==> src/sv/assert_macros.svh <==
// Assertion macros shared by the list engine RTL.
// Included by files that carry concurrent checks; no other dependencies.
`ifndef ASSERT_MACROS_SVH
`define ASSERT_MACROS_SVH
`ifndef SYNTHESIS
// Check clocked on clk, held off while rstn is low.
`define ALE_ASSERT(lbl, clk, rstn, prop) \
    lbl: assert property (@(posedge clk) disable iff (!rstn) (prop)) \
        else $error("list engine assertion failed");
// Check clocked on clk, active during reset as well.
`define ALE_ASSERT_ALWAYS(lbl, clk, prop) \
    lbl: assert property (@(posedge clk) (prop)) \
        else $error("list engine assertion failed");
`else
`define ALE_ASSERT(lbl, clk, rstn, prop)
`define ALE_ASSERT_ALWAYS(lbl, clk, prop)
`endif
`endif

==> src/sv/ale_pkg.sv <==
// Package for the array list engine: sizes, codes, item and control types.
// Used by ale_cell and array_list_engine_unit; depends on nothing.
package ale_pkg;

    localparam int CAPACITY = 64;
    localparam int POS_W    = $clog2(CAPACITY);
    localparam int CNT_W    = $clog2(CAPACITY + 1);
    localparam int IDX_W    = 6;
    localparam int CMP_W    = (CNT_W > IDX_W) ? CNT_W : IDX_W;
    localparam int WORD_W   = 32;

    typedef logic signed [WORD_W-1:0] t_word;

    typedef enum logic [2:0] {
        OP_ADD_HEAD  = 3'd0,
        OP_ADD_TAIL  = 3'd1,
        OP_INS_AFTER = 3'd2,
        OP_DEL_HEAD  = 3'd3,
        OP_DEL_TAIL  = 3'd4,
        OP_DEL_KEY   = 3'd5,
        OP_READ      = 3'd6
    } t_op;

    typedef enum logic [2:0] {
        ST_OK        = 3'd0,
        ST_NOT_FOUND = 3'd1,
        ST_FULL      = 3'd2,
        ST_EMPTY     = 3'd3,
        ST_BAD_INDEX = 3'd4
    } t_status;

    // What every cell does at the commit edge
    typedef enum logic [2:0] {
        ACT_NONE,
        ACT_INS_HEAD,
        ACT_INS_TAIL,
        ACT_INS_KEY,
        ACT_DEL_HEAD,
        ACT_DEL_KEY
    } t_act;

    typedef enum logic [1:0] {
        S_IDLE,
        S_CMP,
        S_EXEC
    } t_state;

    typedef struct packed {
        t_op              operation;
        t_word            key;
        t_word            value;
        logic [IDX_W-1:0] index;
    } t_in_item;

    typedef struct packed {
        t_status     status;
        logic [6:0]  count;
        t_word       read_value;
    } t_out_item;

    // Broadcast from the controller to the row of cells
    typedef struct packed {
        logic             cmp;
        logic             en;
        t_act             act;
        t_word            key;
        t_word            value;
        logic [CNT_W-1:0] count;
        logic [IDX_W-1:0] index;
    } t_cell_ctl;

endpackage

==> src/sv/ale_cell.sv <==
// One list cell: holds a single element and its key match flag.
// Depends on ale_pkg; instanced in a row by array_list_engine_unit.
module ale_cell import ale_pkg::*; (
    input  logic             i_clk,
    input  t_cell_ctl        i_ctl,
    input  logic [POS_W-1:0] i_pos,
    input  t_word            i_left_val,
    input  t_word            i_right_val,
    input  logic             i_lt,
    input  logic             i_lt_left,
    input  t_word            i_rd,
    output logic             o_lt,
    output t_word            o_val,
    output t_word            o_rd
);

    t_word r_val;
    t_word n_val;
    logic  r_match;
    logic  in_use;
    logic  sel;

    assign in_use = CNT_W'(i_pos) < i_ctl.count;
    assign sel    = CMP_W'(i_pos) == CMP_W'(i_ctl.index);

    // lt chain: some cell nearer the head matched; o_lt includes this one
    assign o_lt  = i_lt | r_match;
    assign o_val = r_val;
    assign o_rd  = i_rd | (sel ? r_val : '0);

    always_comb begin
        n_val = r_val;
        case (i_ctl.act)
            ACT_INS_HEAD: n_val = (i_pos == '0) ? i_ctl.value : i_left_val;
            ACT_INS_TAIL: begin
                if (CNT_W'(i_pos) == i_ctl.count) n_val = i_ctl.value;
            end
            ACT_INS_KEY: begin
                if (i_lt_left)  n_val = i_left_val;
                else if (i_lt)  n_val = i_ctl.value;
            end
            ACT_DEL_HEAD: n_val = i_right_val;
            ACT_DEL_KEY: begin
                if (o_lt) n_val = i_right_val;
            end
            default: n_val = r_val;
        endcase
    end

    always_ff @(posedge i_clk) begin
        if (i_ctl.en) r_val <= n_val;
        if (i_ctl.cmp) r_match <= in_use && (r_val == i_ctl.key);
    end

endmodule

==> config.mk <==
export PLATFORM = sky130hd
export DESIGN_NAME = ale_cell
export DESIGN_NICKNAME = d
export VERILOG_FILES = /design/src/sv/assert_macros.svh /design/src/sv/ale_pkg.sv /design/src/sv/ale_cell.sv
export SDC_FILE = /design/constraint.sdc
export NUM_CORES = 1
export LEC_CHECK = 0
export BUFFER_PORTS_ARGS = -buffer_cell sky130_fd_sc_hd__clkbuf_2
export CAP_MARGIN = 20
export CORE_AREA = 4 4 96 98
export CTS_CLUSTER_DIAMETER = 30
export DETAILED_ROUTE_END_ITERATION = 10
export DIE_AREA = 0 0 100 102
export PLACE_DENSITY = 0.85
export SLEW_MARGIN = 20
export SYNTH_ARGS = -nofsm -noshare
export SYNTH_HDL_FRONTEND = slang
export SYNTH_SLANG_ARGS = --single-unit
==> constraint.sdc <==
create_clock -name i_clk -period 4.5 [get_ports i_clk]
set_input_delay 0.675 -clock i_clk [delete_from_list [all_inputs] [get_ports i_clk]]
set_output_delay 0.675 -clock i_clk [all_outputs]
set_load 0.02 [all_outputs]
==> flow_metrics.tcl, run 1 <==
set metrics [dict create \
    cp.required_ns 4.50 \
    antenna_cells 0 \
    powerDensity_mw_per_mm2 218.4 \
    max_slew_margin_pct 30.99 \
    regArea_um2 991.0 \
    status "finished clean" \
    finalCritPeriodShare_pct 62.19 \
    worst-slew-pin-transition_ns 1.035 \
    grt-ovfl-total 0 \
    avgViaCountPerCell 5.547 \
    grt_pass1_wl_um 17650 \
    fill_cells 775 \
    synth-seq-cells 33 \
    postCtsSetupBuffers 0 \
    dpl.hpwl_um 9553 \
    area_growth_pct 48.04 \
    crit_path_end_kind "flip-flop" \
    grt_pass1_vias 3688 \
    r2r-start "o_val[26]" \
    clk_pin_slew_ns 0.07 \
    nets 717 \
    crit_path_start_kind "primary input" \
    synth-async-reset-ratio_pct 0 \
    synth_area_mm2 0.003005 \
    max_cap_viol_count 0 \
    routed_wl_um 12020 \
    criticalPathCategory "primary input to flip-flop" \
    critPathArrivalTime_ns 2.80 \
    cp_top_family "simple AND/OR/NAND/NOR gates" \
    clk_latency_ns 0.28 \
    antenna_found_initial 0 \
    grtUsageTotal_pct 22.00 \
    gp_congestion 0.8803 \
    htree_levels 2 \
    cts_buffers 5 \
    drc 0 \
    cts_tree "yes" \
    path_max_fanout 22 \
    setup_violations 0 \
    fin_skew_ns 0.006250 \
    final_antenna_net_count 0 \
    core_area_mm2 0.008466 \
    ys_types 31 \
    grt_max_degree 35 \
    synth-edff-count 33 \
    setup_tns_ns 0 \
    num_io_pins 252 \
    clock_path_buffers 2 \
    multiInputGateArea_mm2 0.001898 \
    start_util_pct 35.50 \
    cp_slowest_cell "nor3_4" \
    fp-row-count 34 \
    drv_slew 0 \
    die_width_um 100 \
    cts_hold_buf 0 \
    rsz0062_at_grt "false" \
    cts_resized 0 \
    dr_total_vias 3500 \
    path_cells "clkbuf_2, or4_4, nor3_4, buf_4, mux2i_1, mux2i_1" \
    ir_drop_v 0.0001231 \
    yosysSeqAreaShare_pct 32.97 \
    dieArea_mm2 0.01020 \
    synth_ff_type "edfxtp_1" \
    hold_violations 0 \
    period_minus_slack_ns 2.798 \
    syn_nets 472 \
    p_leak_nw 2.332 \
    crit_start "i_pos[5]" \
    syn_inst 277 \
    worst-path-buf-inv 2 \
    drt_iter0_markers 277 \
    ys_warn_count 0 \
    slowest_delay_ns 0.61 \
    crit_path_frequent_cell "mux2i_1" \
    root_buffer "clkbuf_8" \
    port_buffers 251 \
    routedWlPerCell_um 19.04 \
    dr.pass1.iters 7 \
    drive_gt1_share_pct 52.39 \
    whs_ns 0.6003 \
    clkSinkCount 33 \
    max_freq_ghz 0.3573 \
    avgSynthCellArea_um2 10.85 \
    hp-class "primary input to flip-flop" \
    hp-start "i_ctl[81]" \
    die_h_um 102 \
]
==> synth_stat cells, types with 2 or more instances <==
master	n	area share [%]
clkbuf_1	14	1.7
nor4_1	7	1.5
buf_6	3	1.1
nor3_1	4	0.67
a21o_1	33	8.2
a21oi_1	4	0.67
xor2_1	34	9.9
nor2_1	5	0.62
a222oi_1	30	10
nand2_1	4	0.50
mux2i_1	62	21
mux2_2	2	0.75
buf_1	2	0.25
ha_1	8	3.3
o21ai_0	2	0.33
xnor2_1	4	1.2
inv_1	11	1.4
edfxtp_1	33	33
nand4_1	3	0.62
==> metrics by stage <==
stage / instances / setup WS (ns) / area (um2) / total power [mW] / utilization (%)
2_1_floorplan: 277 / 0.4535 / 3005 / 0.5813 / -
3_3_place_gp: 623 / 1.466 / 4367 / 0.7431 / 51.58
3_5_place_dp: 623 / 1.373 / 4367 / 0.7558 / 51.58
4_1_cts: 631 / 1.683 / 4449 / 0.9769 / 52.56
5_1_grt: 631 / 1.574 / 4449 / 1.022 / 52.56
6_report: 631 / 1.702 / 4449 / 0.9717 / 52.56
==> routing by layer <==
layer	vias to the layer above	global-route usage (%)	wire length, um
li1	1612	-	-
met1	1669	24.32	4470
met2	203	42.38	6475
met3	16	4.232	893
met4	0	6.839	177
met5	-	0	0
==> worst reg2reg max path, stage by stage (launching register included) <==
cell	delay, ns
edfxtp_1	0.45
xor2_1	0.19
nor4_1	0.59
nand4_1	0.22
nor3_1	0.17
==> final cells by class <==
class                           count  share of cell area, %
Clock buffer                        6                  1.631
Sequential cell                    33                  22.27
Tap cell                          108                  3.037
Timing Repair Buffer              257                  29.25
Multi-Input combinational cell    214                  42.66
Inverter                           11                 0.9280
Clock inverter                      2                 0.2250
==> kinds of logic after synthesis <==
group,synth area share (%)
multiplexers,21.40
flip-flops,32.97
adder cells (fa/ha/maj),3.331
buffers and inverters,4.496
XOR/XNOR,11.07
AND/OR/NAND/NOR,6.079
AO/OA/AOI/OAI,20.65
==> where the power goes <==
part	switching, mW	internal, mW	leakage [nW]	total (mW)
logic	0.193	0.164	1.97	0.357
clock network	0.114	0.107	0.0450	0.221
registers	0.0229	0.370	0.313	0.393
total	0.330	0.642	2.33	0.972
==> placed cells by master, fill, tap and decap left out, types with 2 or more instances in the layout <==
cell / instances
nor3_2: 2
nor3_1: 2
mux2i_1: 62
edfxtp_1: 33
nor4_1: 7
a21o_1: 33
inv_1: 11
xnor2_1: 4
clkbuf_2: 251
nand4_1: 3
a21oi_1: 3
xor2_1: 34
clkbuf_8: 5
buf_4: 6
ha_1: 7
nor2_1: 4
clkinv_2: 2
mux2_2: 2
a222oi_1: 30
nand2_1: 4
o21ai_0: 2
==> state kept, by name, summed over array words and instances, names as in the netlist <==
register / count
r_match: 1
o_val: 32
==> final timing paths <==
check             slack (ns)  cells past startpoint   endpoint
hold reg to reg         0.94                      4    r_match
setup / recovery        1.70                      6  o_val[24]
hold / removal          0.60                      1    r_match
setup reg to reg        2.72                      4    r_match
Note: power is estimated with default switching activity, not from simulation.
==> run 2: changes to the inputs <==
==> constraint.sdc (replaced) <==
create_clock -name i_clk -period 2.7 [get_ports i_clk]
set_input_delay 0.405 -clock i_clk [delete_from_list [all_inputs] [get_ports i_clk]]
set_output_delay 0.405 -clock i_clk [all_outputs]
set_load 0.02 [all_outputs]
==> run 2 against run 1 <==
Setup slack got worse by 1.1 ns. Core utilization increased by 0.38 points. Total power rose by 66%. First-iteration DRC count fell by 27%. Non-clock buffer count rose by 2. Sequential share of layout area fell by 0.16 points. Global-route usage shrank 0.53 points. Cell area up 0.73%. Via count is 0.74% lower. Worst hold slack lost 0.28 ns. Die area unchanged. Critical endpoint is now o_rd[28]. Largest cell class unchanged.
==> flow_metrics.tcl, run 2 (synthesis results as in run 1) <==
set metrics [dict create \
    fin_skew_ns 0.004278 \
    period_minus_slack_ns 2.084 \
    cts_hold_buf 0 \
    dieArea_mm2 0.01020 \
    finalCritPeriodShare_pct 77.17 \
    max_freq_ghz 0.4799 \
    ir_drop_v 0.0002009 \
    slowest_delay_ns 0.29 \
    dr.pass1.iters 8 \
    crit_path_end_kind "output port" \
    powerDensity_mw_per_mm2 359.9 \
    status "finished clean" \
    hold_violations 0 \
    setup_violations 0 \
    max_cap_viol_count 0 \
    rsz0062_at_grt "false" \
    clk_latency_ns 0.28 \
    area_growth_pct 49.13 \
    largest_reg_flops 32 \
    fin_cells 633 \
    setup_slack_ns 0.6163 \
    grt-ovfl-total 0 \
    avgViaCountPerCell 5.488 \
    max_slew_margin_pct 53.27 \
    routedWlPerCell_um 18.86 \
    fp-row-count 34 \
    setup_tns_ns 0 \
    layout_common_cells "clkbuf_2, mux2i_1, xor2_1, a21o_1, edfxtp_1" \
    criticalPathCategory "primary input to output port" \
    p_leak_nw 2.345 \
    dr_total_vias 3474 \
    postCtsSetupBuffers 0 \
    drt_iter0_markers 202 \
    critPathArrivalTime_ns 1.68 \
    drc 0 \
    cp_slowest_cell "buf_4" \
    path_cells "clkbuf_2, xnor2_1, nand4_1, nor3_2, buf_4, a21o_1, clkbuf_2" \
    path_max_fanout 17 \
    antenna_cells 0 \
    port_buffers 251 \
    dp_cells 625 \
    cp.required_ns 2.30 \
    core_area_mm2 0.008466 \
    nets 719 \
    die_h_um 102 \
    clock_path_buffers 2 \
    die_width_um 100 \
    htree_levels 2 \
    cts_tree "yes" \
    grt_pass1_vias 3519 \
    start_util_pct 35.50 \
    grt_max_degree 33 \
    cts_buffers 5 \
    hp-class "primary input to flip-flop" \
    place_ws_ns 0.4982 \
    layout_commonest_cell "clkbuf_2" \
    gp_congestion 0.8539 \
    dpl.hpwl_um 9470 \
    drive_gt1_share_pct 52.38 \
    grt_pass1_wl_um 17230 \
    antenna_found_initial 0 \
    routed_wl_um 11940 \
    clk_pin_slew_ns 0.07 \
    final_antenna_net_count 0 \
    grtUsageTotal_pct 21.46 \
    root_buffer "clkbuf_8" \
    num_io_pins 252 \
    cts_resized 0 \
    crit_path_frequent_cell "clkbuf_2" \
    worst-slew-pin-transition_ns 0.7010 \
    crit_path_start_kind "primary input" \
    final_util_pct 52.94 \
    drv_slew 0 \
    clkSinkCount 33 \
]
run 2: cell types whose count changed in the layout (fill, tap and decap cells not counted), sizes merged:
| cell | change |
|---|---|
| buf | +2 |
| clkbuf | -1 |
| clkinv | +1 |
run 2: metal layers:
metal  GRT usage [%]  share of wire [%]
met5               0                  0
met1           23.76                 36
met4           7.254                2.0
met2           40.48                 53
met3           4.846                9.2
run 2: worst max-delay path, delay by kind of cell:
kind | cells | cell delay [ns]
buffers and inverters | 3 | 0.59
and+or+nand+nor | 2 | 0.31
AOI/OAI and AO/OA | 1 | 0.18
xor gates and xnor gates | 1 | 0.17
run 2: per-stage QoR:
stage               hold WS, ns  power [mW]  cell area (um2)
global route             0.3070       1.705             4482
CTS                      0.3147       1.628             4482
floorplan                0.5175      0.9699             3017
global placement         0.6049       1.243             4400
finish                   0.3217       1.613             4482
detailed placement       0.6094       1.263             4400
run 2: cell type report:
| class | instances | area [um2] |
|---|---|---|
| Fill cell | 767 | 3984 |
| Multi-Input combinational cell | 214 | 1904 |
| Timing Repair Buffer | 259 | 1329 |
| Sequential cell | 33 | 991.0 |
| Tap cell | 108 | 135.1 |
| Clock buffer | 5 | 68.82 |
| Inverter | 11 | 41.29 |
| Clock inverter | 3 | 12.51 |
run 2: where the power goes:
| group | switching, mW | internal (mW) |
|---|---|---|
| Combinational | 0.320 | 0.276 |
| Sequential | 0.0402 | 0.617 |
| Clock | 0.186 | 0.174 |
| Total | 0.546 | 1.07 |
run 2: path summary, 6_finish.rpt:
path	from	end	slack, ns	cells past startpoint
max reg2reg	r_match	o_val[3]	0.94	4
min	i_ctl[81]	r_match	0.32	1
max	i_pos[1]	o_rd[28]	0.62	7
min reg2reg	o_val[4]	r_match	0.93	4
